==> config.mk <==
export PLATFORM = sky130hd
export DESIGN_NAME = lidar_sector_min_range_unit
export DESIGN_NICKNAME = d
export VERILOG_FILES = /design/src/sv/lsmr_pkg.sv /design/src/sv/lsmr_sector_track.sv /design/src/sv/lidar_sector_min_range_unit.sv
export SDC_FILE = /design/constraint.sdc
export NUM_CORES = 1
export LEC_CHECK = 0
export BUFFER_PORTS_ARGS = -buffer_cell sky130_fd_sc_hd__buf_2
export CORE_MARGIN = 2
export CORE_UTILIZATION = 40
export DETAILED_ROUTE_END_ITERATION = 8
export SYNTH_ARGS = -nofsm -noshare
export SYNTH_HDL_FRONTEND = slang
export SYNTH_SLANG_ARGS = --single-unit
==> constraint.sdc <==
create_clock -name clk -period 6.7 [get_ports clk]
set_input_delay 0.67 -clock clk [delete_from_list [all_inputs] [get_ports clk]]
set_output_delay 0.67 -clock clk [all_outputs]
set_load 0.01 [all_outputs]
==> src/sv/lsmr_pkg.sv <==
// ----------------------------------------------------------------------------
// lsmr_pkg
// Shared types, register codes and sector bounds for the lidar sector
// minimum range unit.
// ----------------------------------------------------------------------------
package lsmr_pkg;

  // Widths fixed by the register map and the result format
  localparam int ANGLE_BITS = 40;
  localparam int START_BITS = 30;
  localparam int STEP_BITS  = 25;
  localparam int OUT_BITS   = 16;
  localparam int CFG_BITS   = 30;
  localparam int NUM_SECTORS = 3;

  typedef logic signed [ANGLE_BITS-1:0] angle_t;

  // Configuration register indexes
  typedef logic [1:0] cfg_idx_t;
  localparam cfg_idx_t CFG_START_ANGLE = 2'd0;
  localparam cfg_idx_t CFG_ANGLE_STEP  = 2'd1;
  localparam cfg_idx_t CFG_MAX_RANGE   = 2'd2;

  // Register reset values
  localparam logic [START_BITS-1:0] START_ANGLE_RST = 30'h35456B00; // -180000000
  localparam logic [STEP_BITS-1:0]  ANGLE_STEP_RST  = 25'd1000000;
  localparam logic [OUT_BITS-1:0]   MAX_RANGE_RST   = 16'hFFFF;

  // Sector order: left, center, right
  typedef logic [1:0] sector_idx_t;
  localparam sector_idx_t SECTOR_LEFT   = 2'd0;
  localparam sector_idx_t SECTOR_CENTER = 2'd1;
  localparam sector_idx_t SECTOR_RIGHT  = 2'd2;

  localparam angle_t FULL_TURN = 40'sd360000000;

  // Bounds in microdegrees, lower inclusive, upper exclusive
  localparam angle_t SECTOR_LO [NUM_SECTORS] = '{
    -40'sd70000000, -40'sd40000000, 40'sd20000000
  };
  localparam angle_t SECTOR_HI [NUM_SECTORS] = '{
    -40'sd20000000, 40'sd40000000, 40'sd70000000
  };

  // Per-sample control flags
  typedef struct packed {
    logic sample_valid;
    logic last_sample;
  } smp_ctl_t;

  // An angle above a half turn is folded down by a full turn. Every bound
  // sits below a half turn, so this equals a hit on the bounds or on the
  // bounds shifted up by a full turn, with no subtract on the angle.
  function automatic logic in_sector(angle_t a, sector_idx_t k);
    logic direct_hit;
    logic folded_hit;
    direct_hit = (a >= SECTOR_LO[k]) && (a < SECTOR_HI[k]);
    folded_hit = (a >= SECTOR_LO[k] + FULL_TURN) && (a < SECTOR_HI[k] + FULL_TURN);
    return direct_hit || folded_hit;
  endfunction

endpackage

==> src/sv/lsmr_sector_track.sv <==
// ----------------------------------------------------------------------------
// lsmr_sector_track
// Per-sector running minimum of valid ranges; gives the finished minima of
// a scan in the cycle its last sample is taken.
// ----------------------------------------------------------------------------
module lsmr_sector_track #(
  parameter int RANGE_BITS = 16
) (
  input  logic                                   clk,
  input  logic                                   rst_n,
  input  logic                                   upd_en,
  input  lsmr_pkg::angle_t                       angle,
  input  logic [RANGE_BITS-1:0]                  range_val,
  input  lsmr_pkg::smp_ctl_t                     ctl,
  input  logic [lsmr_pkg::OUT_BITS-1:0]          max_range,
  output logic [lsmr_pkg::NUM_SECTORS-1:0][lsmr_pkg::OUT_BITS-1:0] res_min
);

  localparam int EXT_BITS = (RANGE_BITS > lsmr_pkg::OUT_BITS) ? RANGE_BITS
                                                               : lsmr_pkg::OUT_BITS;

  logic [RANGE_BITS-1:0]                min_r   [lsmr_pkg::NUM_SECTORS];
  logic [RANGE_BITS-1:0]                min_nxt [lsmr_pkg::NUM_SECTORS];
  logic [lsmr_pkg::NUM_SECTORS-1:0]     hit_r;
  logic [lsmr_pkg::NUM_SECTORS-1:0]     hit_nxt;
  logic [EXT_BITS-1:0]                  min_ext [lsmr_pkg::NUM_SECTORS];

  // Compare the sample against each sector and its running minimum
  always_comb begin
    for (int k = 0; k < lsmr_pkg::NUM_SECTORS; k++) begin
      logic take;
      take = ctl.sample_valid &&
             lsmr_pkg::in_sector(angle, lsmr_pkg::sector_idx_t'(k)) &&
             (!hit_r[k] || (range_val < min_r[k]));
      min_nxt[k] = take ? range_val : min_r[k];
      hit_nxt[k] = hit_r[k] | take;
      min_ext[k] = EXT_BITS'(min_nxt[k]);
      res_min[k] = hit_nxt[k] ? min_ext[k][lsmr_pkg::OUT_BITS-1:0] : max_range;
    end
  end

  // Hit flags: clear at the end of each scan
  always_ff @(posedge clk) begin
    if (!rst_n) begin
      hit_r <= '0;
    end else if (upd_en) begin
      hit_r <= ctl.last_sample ? '0 : hit_nxt;
    end
  end

  // Minima: reload all ones at the end of each scan
  always_ff @(posedge clk) begin
    if (upd_en) begin
      for (int k = 0; k < lsmr_pkg::NUM_SECTORS; k++) begin
        min_r[k] <= ctl.last_sample ? {RANGE_BITS{1'b1}} : min_nxt[k];
      end
    end
  end

endmodule

==> src/sv/lidar_sector_min_range_unit.sv <==
// ----------------------------------------------------------------------------
// lidar_sector_min_range_unit
// Minimum lidar range in three fixed angular sectors over each scan.
// ----------------------------------------------------------------------------
// Takes one range word per cycle, save in the stall below. Each word is
// registered with its beam angle (start angle on the first word of a scan,
// then stepped by the angle step); sector compares and minimum updates run
// from that register, and a scan's result word is loaded into the output
// register as its last sample leaves. The only stall is a last sample
// sitting in the input register while the previous result word is still
// held unread in the output register; the input then waits until that word
// is taken. Register writes apply to the next scan (start angle) or the
// next step (angle step); write them while the unit is idle.
module lidar_sector_min_range_unit #(
  parameter int RANGE_BITS = 16
) (
  input  logic                                 clk,
  input  logic                                 rst_n,
  // configuration
  input  logic                                 cfg_wr_en,
  input  logic [1:0]                           cfg_index,
  input  logic [lsmr_pkg::CFG_BITS-1:0]        cfg_wdata,
  // sample input
  input  logic                                 in_valid,
  output logic                                 in_ready,
  input  logic [RANGE_BITS-1:0]                in_range_sample,
  input  logic                                 in_sample_valid,
  input  logic                                 in_last_sample,
  // result output
  output logic                                 out_valid,
  input  logic                                 out_ready,
  output logic [lsmr_pkg::OUT_BITS-1:0]        out_left_min,
  output logic [lsmr_pkg::OUT_BITS-1:0]        out_center_min,
  output logic [lsmr_pkg::OUT_BITS-1:0]        out_right_min
);

  localparam int AB = lsmr_pkg::ANGLE_BITS;
  localparam int SB = lsmr_pkg::START_BITS;
  localparam int PB = lsmr_pkg::STEP_BITS;

  logic [SB-1:0]                  start_angle_r;
  logic [PB-1:0]                  angle_step_r;
  logic [lsmr_pkg::OUT_BITS-1:0]  max_range_r;

  logic                           in_scan_r;
  lsmr_pkg::angle_t               beam_r;
  lsmr_pkg::angle_t               cur_angle;
  logic                           accept;

  logic                           s1_valid_r;
  lsmr_pkg::angle_t               s1_angle_r;
  logic [RANGE_BITS-1:0]          s1_range_r;
  lsmr_pkg::smp_ctl_t             s1_ctl_r;
  logic                           s1_adv;

  logic [lsmr_pkg::NUM_SECTORS-1:0][lsmr_pkg::OUT_BITS-1:0] res_min;
  logic                           out_valid_r;
  logic [lsmr_pkg::OUT_BITS-1:0]  left_r;
  logic [lsmr_pkg::OUT_BITS-1:0]  center_r;
  logic [lsmr_pkg::OUT_BITS-1:0]  right_r;

  // Register writes
  always_ff @(posedge clk) begin
    if (!rst_n) begin
      start_angle_r <= lsmr_pkg::START_ANGLE_RST;
      angle_step_r  <= lsmr_pkg::ANGLE_STEP_RST;
      max_range_r   <= lsmr_pkg::MAX_RANGE_RST;
    end else if (cfg_wr_en) begin
      unique case (cfg_index)
        lsmr_pkg::CFG_START_ANGLE: start_angle_r <= cfg_wdata[SB-1:0];
        lsmr_pkg::CFG_ANGLE_STEP:  angle_step_r  <= cfg_wdata[PB-1:0];
        lsmr_pkg::CFG_MAX_RANGE:   max_range_r   <= cfg_wdata[lsmr_pkg::OUT_BITS-1:0];
        default: ;
      endcase
    end
  end

  // Handshake: hold a last sample back only while the result is unread
  assign s1_adv   = s1_valid_r && !(s1_ctl_r.last_sample && out_valid_r && !out_ready);
  assign in_ready = !s1_valid_r || s1_adv;
  assign accept   = in_valid && in_ready;

  // Angle of the word being taken
  assign cur_angle = in_scan_r ? beam_r
                               : lsmr_pkg::angle_t'({{(AB-SB){start_angle_r[SB-1]}},
                                                     start_angle_r});

  // Advance the beam angle on every accepted word
  always_ff @(posedge clk) begin
    if (!rst_n) begin
      in_scan_r <= 1'b0;
    end else if (accept) begin
      in_scan_r <= !in_last_sample;
    end
  end

  always_ff @(posedge clk) begin
    if (accept) begin
      beam_r <= cur_angle + lsmr_pkg::angle_t'({{(AB-PB){angle_step_r[PB-1]}},
                                                angle_step_r});
    end
  end

  // Input register
  always_ff @(posedge clk) begin
    if (!rst_n) begin
      s1_valid_r <= 1'b0;
    end else if (accept) begin
      s1_valid_r <= 1'b1;
    end else if (s1_adv) begin
      s1_valid_r <= 1'b0;
    end
  end

  always_ff @(posedge clk) begin
    if (accept) begin
      s1_angle_r            <= cur_angle;
      s1_range_r            <= in_range_sample;
      s1_ctl_r.sample_valid <= in_sample_valid;
      s1_ctl_r.last_sample  <= in_last_sample;
    end
  end

  // Sector minima
  lsmr_sector_track #(
    .RANGE_BITS (RANGE_BITS)
  ) u_track (
    .clk       (clk),
    .rst_n     (rst_n),
    .upd_en    (s1_adv),
    .angle     (s1_angle_r),
    .range_val (s1_range_r),
    .ctl       (s1_ctl_r),
    .max_range (max_range_r),
    .res_min   (res_min)
  );

  // Result register
  always_ff @(posedge clk) begin
    if (!rst_n) begin
      out_valid_r <= 1'b0;
    end else if (s1_adv && s1_ctl_r.last_sample) begin
      out_valid_r <= 1'b1;
    end else if (out_ready) begin
      out_valid_r <= 1'b0;
    end
  end

  always_ff @(posedge clk) begin
    if (s1_adv && s1_ctl_r.last_sample) begin
      left_r   <= res_min[lsmr_pkg::SECTOR_LEFT];
      center_r <= res_min[lsmr_pkg::SECTOR_CENTER];
      right_r  <= res_min[lsmr_pkg::SECTOR_RIGHT];
    end
  end

  assign out_valid      = out_valid_r;
  assign out_left_min   = left_r;
  assign out_center_min = center_r;
  assign out_right_min  = right_r;

endmodule
==> results of run 1 <==
-- synthesized netlist by cell type (10+ instances only) --
cell	count	area (um^2)
o221a_2	16	180
edfxtp_1	187	5620
a21oi_1	78	390
mux2_2	28	315
o211ai_1	28	210
a21o_1	24	180
o22ai_1	15	93.8
nand4_1	14	87.6
xnor2_1	27	236
o21ai_0	38	190
nand2_1	203	762
ha_1	84	1050
nor3_1	31	155
inv_1	83	312
a31oi_1	34	213
nor2_1	58	218
mux2i_1	33	330
a21boi_0	40	300
nand3_1	40	200
xor2_1	10	87.6
buf_2	19	95.1
clkbuf_1	45	169
nand2b_1	29	181
dfxtp_1	77	1540
a211o_1	18	158
-- path summary, 6_finish.rpt --
check,start,to,slack (ps),cells past startpoint
setup / recovery,in_scan_r,beam_r[37],2320,12
hold / removal,in_range_sample[10],s1_range_r[10],280,1
setup reg to reg,in_scan_r,beam_r[37],2320,12
hold reg to reg,start_angle_r[11],start_angle_r[11],470,2
-- through the flow --
stage | cell area [um^2] | util (%) | setup WS, ps | hold slack (ps) | power [W]
6_report | 16100 | 45.4 | 2320 | 279 | 0.00393
5_1_grt | 16100 | 45.4 | 2050 | 261 | 0.00410
4_1_cts | 16100 | 45.4 | 2380 | 256 | 0.00397
3_5_place_dp | 15200 | 42.9 | 2400 | 457 | 0.00244
3_3_place_gp | 15200 | 42.9 | 2490 | 455 | 0.00243
2_1_floorplan | 14300 | - | 435 | 437 | 0.00229
-- power breakdown --
part | leakage (nW) | switching [W] | internal, W
Combinational | 3.73 | 0.000274 | 0.000191
Sequential | 2.26 | 0.0000784 | 0.00186
Clock | 0.442 | 0.000637 | 0.000890
Total | 6.43 | 0.000989 | 0.00294
-- metal layers --
metal	GRT usage, %	vias up	part of all wire (%)
met5	0	-	0
met4	4.52	0	2.1
met3	2.71	39	5.7
met2	31.0	310	45
met1	27.9	5083	47
li1	-	5219	-
-- placed cells by master (no fill, tap or decap), drive strengths merged, types with 29 or more instances in the layout --
| cell type | instances |
|---|---|
| nand2 | 203 |
| a31oi | 34 |
| inv | 84 |
| clkbuf | 39 |
| ha | 84 |
| nand3 | 40 |
| dfxtp | 77 |
| a21oi | 78 |
| nor2 | 59 |
| mux2i | 33 |
| o21ai | 38 |
| nand2b | 29 |
| a21boi | 40 |
| edfxtp | 187 |
| nor3 | 33 |
| buf | 119 |
-- critical path, stage by stage, from the launching register on --
cell and delay, ps:
dfxtp_1 660, buf_4 370, mux2_2 400, ha_1 360
a21oi_1 300, o211ai_1 170, a31oi_1 250, a31oi_1 200
nor3b_2 240, a41oi_1 520, o31ai_1 250, or4_1 430
nand3_1 90
-- area by class of cell --
class / instances / area (um^2)
Fill cell: 3391 / 19300
Sequential cell: 264 / 7160
Multi-Input combinational cell: 951 / 6490
Clock buffer: 39 / 783
Timing Repair Buffer: 119 / 633
Tap cell: 461 / 577
Inverter: 83 / 312
Clock inverter: 15 / 119
-- state kept, by name (all words and copies together) (netlist names) --
register / cells
u_track.min_r: 48
beam_r: 40
s1_angle_r: 33
start_angle_r: 30
angle_step_r: 25
max_range_r: 16
out_center_min: 16
out_left_min: 16
out_right_min: 16
s1_range_r: 16
u_track.hit_r: 3
s1_ctl_r: 2
in_scan_r: 1
out_valid: 1
s1_valid_r: 1
-- logic make-up after synthesis --
logic type | Yosys count | synth area share (%)
AOI/OAI and AO/OA | 348 | 17.2
adders and majority gates | 85 | 7.50
and+or+nand+nor | 420 | 13.7
buffers and inverters | 159 | 4.67
muxes | 61 | 4.52
xor gates and xnor gates | 37 | 2.27
DFF | 264 | 50.1
==> key figures, run 1 <==
STA
  • Final worst path period share: 65.3%
  • Final Hold Fails: 0
  • Least-Margin Pin Slew: 1220 ps
  • RSZ-0062 raised after global routing: false
  • F_max: 228 MHz
  • Fin Clk Skew: 20.2 ps
  • Final setup fails: 0
  • Slew Limit Fails: 0
  • Sum Neg Setup Slack: 0 ps
  • Slew HR: 18.6%
  • Minimum clock period: 4380 ps

Clock tree
  • Post-cts repair resize count: 0
  • Skew-Pair Late Insertion Delay: 570 ps
  • Clock Tree Root: clkbuf_16
  • Clock-pin transition on the worst setup and hold timing paths: 60 ps
  • CTS tree: built
  • # Post-CTS Setup Buffers: 0
  • Max clock buf depth: 3
  • Number of CTS-inserted buffers: 29
  • Hold buffer count at CTS: 0
  • Htree depth: 1
  • Clk sink count: 264

Floorplanning
  • Starting Density: 40.3%
  • Die ar.: 37,200 um^2
  • Die width: 193 um
  • Die H: 193 um
  • Core ar.: 35,400 um^2
  • # rows: 69
  • Top-Level Pins: 105

Finish
  • Fin nets: 1,588
  • Layout cell share with drive strength beyond 1: 15.0%
  • Layout Cells excl Fill: 1,932
  • Synth-to-Final Area Change: 12.6%
  • N_diodes: 0

Yosys
  • Fraction of registers with async set/reset: 0%
  • Seq cells post-synth: 264
  • Syn Inst Count: 1,374
  • Synth Flop Type: edfxtp_1
  • Yosys cell types: 74
  • YS warnings: 0
  • Seq/Total Area, Yosys: 50.1%
  • Syn avg cell area: 10.4 um^2
  • Post-synthesis net count: 1,514
  • Number of synthesized flops with an enable pin: 187
  • Mapped Area: 14,300 um^2

Drt
  • Via count: 10,700
  • Initial DRC count: 784
  • Post-DR wirelength/cell: 18.5 um
  • Detailed Route WL: 35,800 um
  • Initial DRT Pass Iterations: 7
  • Vias per inst: 5.51
  • Routed Antenna Nets: 0
  • DRC Markers: 0

Worst setup path
  • Crit path max fanout: 18
  • CP startpoint kind: flop
  • Critical Path AT: 4800 ps
  • Crit. End Element: flop
  • Worst path required time: 7120 ps
  • Critical path type: reg -> reg

Power
  • Cell area power density: 245 nW/um^2
  • Max rail drop VDD: 0.161 mV
  • Leak: 6.43 nW

GRT
  • First-pass GRT wire length: 56,500 um
  • Initial antenna violation count: 0
  • Number of global-route vias before repair: 10,200
  • GRT Residual Overflow: 0
  • Total GRT Usage: 19.4%
  • Largest net degree at the start of global routing: 76

Placed design
  • Placed cells: 1,878
  • GPL Wtd Cong: 0.864
  • PortBufs: 104
  • Final HPWL DP: 25,100 um

Run
  • Max cap viols: 0

Run status
  • Status: completed

Hold path
  • HP Class: in -> reg
Note: power is estimated with default switching activity, not from simulation.
==> run 2: changes to the inputs <==
- ABC_AREA: unset -> 1
- clock period: 6.7 -> 4 ns (I/O delays scaled with it)
==> run 2 against run 1 <==
Compared with the run above: clock power rose by 86%; core utilization rose by 0.87 points; global-route usage rose by 4.2 points; combinational power rose by 140%; register-to-register slack got worse by 1600 ps; maximum frequency rose by 33%; first-iteration DRC count rose by 8.9%; wire length rose by 35%; non-clock buffer count rose by 18; setup slack got worse by 1600 ps; sequential share of layout area fell by 4.5 points.
==> key figures, run 2 <==
Yosys
  • Mapped Area: 15,700 um^2
  • Seq cells post-synth: 264
  • Post-synthesis net count: 2,133
  • Fraction of registers with async set/reset: 0%
  • Yosys cell types: 46
  • Seq/Total Area, Yosys: 45.7%
  • Top cells by area, synth: edfxtp_1, nand2_1, dfxtp_1
  • Top cell type's share of synthesized area: 35.9%
  • Yosys top cell by area: edfxtp_1
  • Syn Inst Count: 1,993
  • YS warnings: 0
  • Synth cell count leaders: nand2_1, nor2_1, inv_1
  • Count leader, synth: nand2_1
  • Syn avg cell area: 7.85 um^2
  • Number of synthesized flops with an enable pin: 187
  • Synth Flop Type: edfxtp_1

Worst setup path
  • Crit path buf inv count: 3
  • Crit path launch: in_scan_r
  • CP startpoint kind: flop
  • Reg2Reg Setup Slack: 720 ps
  • Last element of the critical path: beam_r[34]
  • CP cell instances: clkinv_1 -> buf_4 -> nand2_1 -> nand2_1 -> ha_1 -> nand2_1 -> nor2_1 -> inv_1 -> nor3_1 -> nand3_1 -> nand3_1 -> xor2_1
  • Critical path type: reg -> reg
  • Critical Path AT: 3620 ps
  • Slowest CP cell: nor3_1
  • CP max stage delay: 480 ps
  • Most common cell on crit path: nand2_1
  • Worst path required time: 4340 ps
  • Crit. End Element: flop
  • Worst r2r src: in_scan_r
  • Crit path max fanout: 14
  • R2R cell count: 12
  • CP Depth: 12
  • Reg2reg end: beam_r[34]
  • CP delay by family, top: simple AND/OR/NAND/NOR gates

Floorplanning
  • Die H: 202 um
  • # rows: 72
  • Core ar.: 38,600 um^2
  • Die ar.: 40,700 um^2
  • Die width: 202 um
  • Starting Density: 40.5%
  • Top-Level Pins: 105

Clock tree
  • Clk sink count: 264
  • Htree depth: 1
  • # Post-CTS Setup Buffers: 0
  • Number of CTS-inserted buffers: 31
  • Clock-pin transition on the worst setup and hold timing paths: 60 ps
  • Max clock buf depth: 3
  • Clock Tree Root: clkbuf_16
  • Skew-Pair Late Insertion Delay: 600 ps
  • CTS tree: built

Placed design
  • PortBufs: 104
  • GPL Wtd Cong: 0.947
  • Worst slack at placement: 803 ps
  • Final HPWL DP: 35,900 um
  • Placed cells: 2,576

STA
  • Minimum clock period: 3280 ps
  • Slew HR: 29.5%
  • Slew Limit Fails: 0
  • Least-Margin Pin Slew: 1060 ps
  • Sum Neg Setup Slack: 0 ps
  • Final worst path period share: 82.1%
  • Final setup fails: 0
  • Fin Clk Skew: 26.8 ps
  • Final Hold Fails: 0
  • F_max: 305 MHz
  • RSZ-0062 raised after global routing: false
  • Slack of the critical path: 718 ps

Finish
  • Layout cell share with drive strength beyond 1: 10.8%
  • Most common cell after layout, fill and taps aside: nand2_1
  • Layout Cells excl Fill: 2,651
  • Most flop-heavy register: u_track.min_r
  • Fin nets: 2,249
  • N_diodes: 0
  • Final core utilization: 46.3%
  • Largest register FFs: 48
  • Top Registers: u_track.min_r: 48 flops, beam_r: 40 flops, s1_angle_r: 33 flops
  • Synth-to-Final Area Change: 14.2%
  • Most frequent cells in the layout: nand2_1, nor2_1, edfxtp_1, inv_1, nand3_1
  • Fill cell count: 3,847

GRT
  • GRT Residual Overflow: 0
  • Initial antenna violation count: 0
  • Number of global-route vias before repair: 13,500
  • Largest net degree at the start of global routing: 59
  • Total GRT Usage: 23.6%
  • First-pass GRT wire length: 74,700 um

Drt
  • DRC Markers: 0
  • Initial DRT Pass Iterations: 5
  • Vias per inst: 5.21
  • Via count: 13,800
  • Initial DRC count: 854
  • Detailed Route WL: 48,300 um
  • Routed Antenna Nets: 0
  • Post-DR wirelength/cell: 18.2 um

Power
  • Sw Ratio: 28.0%
  • Max rail drop VDD: 0.330 mV
  • Clk pwr share: 39.4%
  • Internal Power: 0.00520 W
  • Psw: 0.00203 W
  • Combinational fraction of design power: 15.3%
  • Leak: 8.15 nW
  • Cell area power density: 404 nW/um^2
  • Flop pwr share: 45.3%

Run status
  • Status: completed

Run
  • Max cap viols: 0

Hold path
  • HP Class: in -> reg
  • Hold depth: 3
-- run 2: changes by cell type after synthesis, moves of 29 or more --
cell      delta
o21ai_0     +53
nand2_1    +455
nand3_1     +85
mux2i_1     -33
nor2_1     +149
nand2b_1    -29
inv_1      +107
a21boi_0    -36
nand4_1     +44
-- run 2: worst min path at each step --
stage	start	to
after detailed placement	start_angle_r[2]	start_angle_r[2]
after global routing	in_last_sample	s1_ctl_r[0]
final	cfg_wdata[26]	start_angle_r[26]
after CTS	in_last_sample	s1_ctl_r[0]
after floorplan	start_angle_r[2]	start_angle_r[2]
after global placement	start_angle_r[11]	start_angle_r[11]
-- run 2: final cells by class --
class                   instances  area (um^2)  share of cell area [%]
multi-input cells            1473         7460                    41.7
flip-flops and latches        264         7160                    40.0
clock buffers                  48          911                    5.09
repair buffers                137          826                    4.62
inverters                     202          773                    4.32
well taps                     518          648                    3.62
clock inverters                 9          108                   0.602
-- run 2: logic make-up (layout without fill, tap and decap cells) --
family,count (synthesis),after routing,synth area share [%]
flops,264,264,45.7
xor+xnor,36,36,2.01
compound gates,225,225,7.85
simple gates,1127,1127,30.9
buf+inv,256,396,6.68
fa+ha+maj,85,85,6.84
-- run 2: tightest hold or removal path, delay by kind of cell --
family,cells,cell delay (ps)
simple gates,2,110
buf+inv,1,80
-- run 2: routing by layer --
metal | vias up | track usage, % | wire [um]
li1 | 6864 | - | -
met1 | 6491 | 30.3 | 20900
met2 | 372 | 41.5 | 23500
met3 | 82 | 3.05 | 2490
met4 | 0 | 6.93 | 1390
met5 | - | 0 | 0
-- run 2: power by group through the flow --
stage	sequential (W)	clock (W)	combinational [W]
after floorplan	0.00329	0	0.000750
after global placement	0.00333	0	0.00107
after detailed placement	0.00333	0	0.00108
after CTS	0.00328	0.00289	0.00110
after global routing	0.00329	0.00299	0.00125
final	0.00328	0.00285	0.00111
-- run 2: stage by stage --
step                      total power (W)  area [um^2]  hold WS (ps)
after floorplan                   0.00404        15700           425
after global placement            0.00441        16700           440
after detailed placement          0.00441        16700           450
after CTS                         0.00727        17900          1.83
after global routing              0.00753        17900          12.9
final                             0.00723        17900          22.4
-- run 2: repair_timing --
item	in CTS	in global routing
hold endpoints to repair	18	0
gates resized for setup	0	0
hold buffers	18	0
endpoints found under the setup margin	0	0
==> run 3: changes to the inputs <==
- clock period: 4 -> 2.8 ns (I/O delays scaled with it)
==> run 3 against run 2 <==
Compared with the run above: clock power grew 37%; maximum frequency up 21%; cell count is 5.8% higher; sequential cell count unchanged; largest cell class unchanged.
==> key figures, run 3 (synthesized netlist as in run 2, its figures left out) <==
Clock tree
  • Number of CTS-inserted buffers: 30
  • Clock Tree Root: clkbuf_16
  • Clk sink count: 264
  • Skew-Pair Late Insertion Delay: 580 ps
  • Max clock buf depth: 3
  • Htree depth: 1
  • CTS tree: built
  • Clock-pin transition on the worst setup and hold timing paths: 60 ps

Floorplanning
  • Starting Density: 40.5%
  • # rows: 72
  • Top-Level Pins: 105
  • Die width: 202 um
  • Die ar.: 40,700 um^2
  • Core ar.: 38,600 um^2
  • Die H: 202 um

Placed design
  • GPL Wtd Cong: 0.990
  • PortBufs: 104
  • Placed inst area: 17,700 um^2
  • Final HPWL DP: 37,000 um
  • Worst slack at placement: -285 ps

Finish
  • Largest register FFs: 48
  • Most frequent cells in the layout: nand2_1, nor2_1, inv_1, edfxtp_1, buf_4
  • Most common cell after layout, fill and taps aside: nand2_1
  • Most flop-heavy register: u_track.min_r
  • Layout cell share with drive strength beyond 1: 17.1%
  • Fill cell count: 3,770
  • N_diodes: 0
  • Final core utilization: 50.1%
  • Synth-to-Final Area Change: 23.6%
  • Top Registers: u_track.min_r: 48 flops, beam_r: 40 flops, s1_angle_r: 33 flops
  • Final Cell Area: 19,400 um^2
  • Fin nets: 2,404

Worst setup path
  • CP startpoint kind: flop
  • Worst r2r src: in_scan_r
  • CP delay by family, top: compound AO/OA/AOI/OAI gates
  • Slowest CP cell: dfxtp_4
  • Crit path max fanout: 12
  • Crit. End Element: flop
  • Critical path type: reg -> reg
  • Crit path buf inv count: 3
  • Critical Path AT: 3050 ps
  • Most common cell on crit path: nand2_1
  • CP cell instances: inv_4 -> buf_4 -> nand2_1 -> nand2_1 -> ha_1 -> a21oi_1 -> inv_1 -> a21oi_2 -> a21boi_2 -> nand2_1 -> a31oi_4 -> xnor2_1
  • CP max stage delay: 380 ps
  • Crit path launch: in_scan_r
  • Worst path required time: 3130 ps

Hold path
  • HP Class: in -> reg
  • Worst Hold Launch: cfg_wdata[3]

STA
  • Final hold slack: 23.0 ps
  • Final setup fails: 0
  • Final Hold Fails: 0
  • Slack of the critical path: 78.6 ps
  • Slew HR: 22.8%
  • Final worst path period share: 97.2%
  • Slew Limit Fails: 0
  • Minimum clock period: 2720 ps
  • F_max: 367 MHz
  • Fin Clk Skew: 23.8 ps
  • Least-Margin Pin Slew: 1160 ps

Power
  • Clk pwr share: 37.1%
  • Combinational fraction of design power: 18.5%
  • Cell area power density: 543 nW/um^2
  • Final Power: 0.0105 W
  • Internal Power: 0.00755 W
  • Flop pwr share: 44.4%
  • Psw: 0.00297 W
  • Leak: 8.90 nW
  • Max rail drop VDD: 0.483 mV
  • Sw Ratio: 28.3%

Drt
  • Initial DRC count: 984
  • DRC Markers: 0
  • Initial DRT Pass Iterations: 7
  • Post-DR wirelength/cell: 17.5 um
  • Routed Antenna Nets: 0
  • Detailed Route WL: 49,200 um
  • Vias per inst: 5.16
  • Via count: 14,500

GRT
  • GRT Residual Overflow: 0
  • Number of global-route vias before repair: 14,000
  • First-pass GRT wire length: 76,200 um
  • Largest net degree at the start of global routing: 71
  • Initial antenna violation count: 0
  • Total GRT Usage: 23.8%

Run
  • Max cap viols: 0

Run status
  • Status: completed
## run 3: cell types whose count changed in the layout (fill, tap and decap cells not counted), sizes merged
cell	previous run	this run
clkinv	6	10
clkinvlp	1	4
bufinv	2	1
clkbuf	48	44
inv	202	199
buf	119	249
dlygate4sd3	18	44
## run 3: metal layers
metal	vias up	GRT usage (%)	share of wire, %
met4	0	7.14	2.9
li1	7169	-	-
met3	82	2.79	5.8
met1	6746	31.1	43
met5	-	0	0
met2	477	41.2	48
## run 3: metrics by stage
step	std cells	TNS, ps
floorplan	1993	0
global placement	2704	-743
detailed placement	2704	-689
CTS	2804	-24.2
global route	2806	-98.8
finish	2806	0
## run 3: cell type report
type                       instances  area [um^2]  share of cell area, %
clock buffer                      44          886                   4.58
timing repair buffer             293         2140                   11.1
tap                              518          648                   3.35
inverter                         202          781                   4.03
clock inverter                    12         87.6                  0.452
multi-input combinational       1473         7650                   39.5
sequential                       264         7160                   37.0
## run 3: path summary, 6_finish.rpt
check                      end  slack (ps)  cells after the start
min           start_angle_r[3]          20                      3
min reg2reg  start_angle_r[14]         470                      2
max reg2reg         beam_r[22]          80                     12
max                 beam_r[22]          80                     12
## run 3: repair_timing
item / CTS / global route
pin swaps: 2 / 5
gates resized for setup: 15 / 36
hold endpoints to repair: 68 / 0
buffers inserted: 0 / 2
hold buffers: 44 / 0
endpoints found under the setup margin: 8 / 25
## run 3: power by group through the flow
stage                     logic [W]  registers (W)  clock network (W)
after floorplan             0.00107        0.00469                  0
after global placement      0.00180        0.00475                  0
after detailed placement    0.00182        0.00475                  0
after CTS                   0.00189        0.00467            0.00397
after global routing        0.00216        0.00470            0.00411
final                       0.00195        0.00467            0.00390
## run 3: worst min-delay path: stages
cell and delay, ps:
buf_2 140, nor2_1 60, nor2_1 80
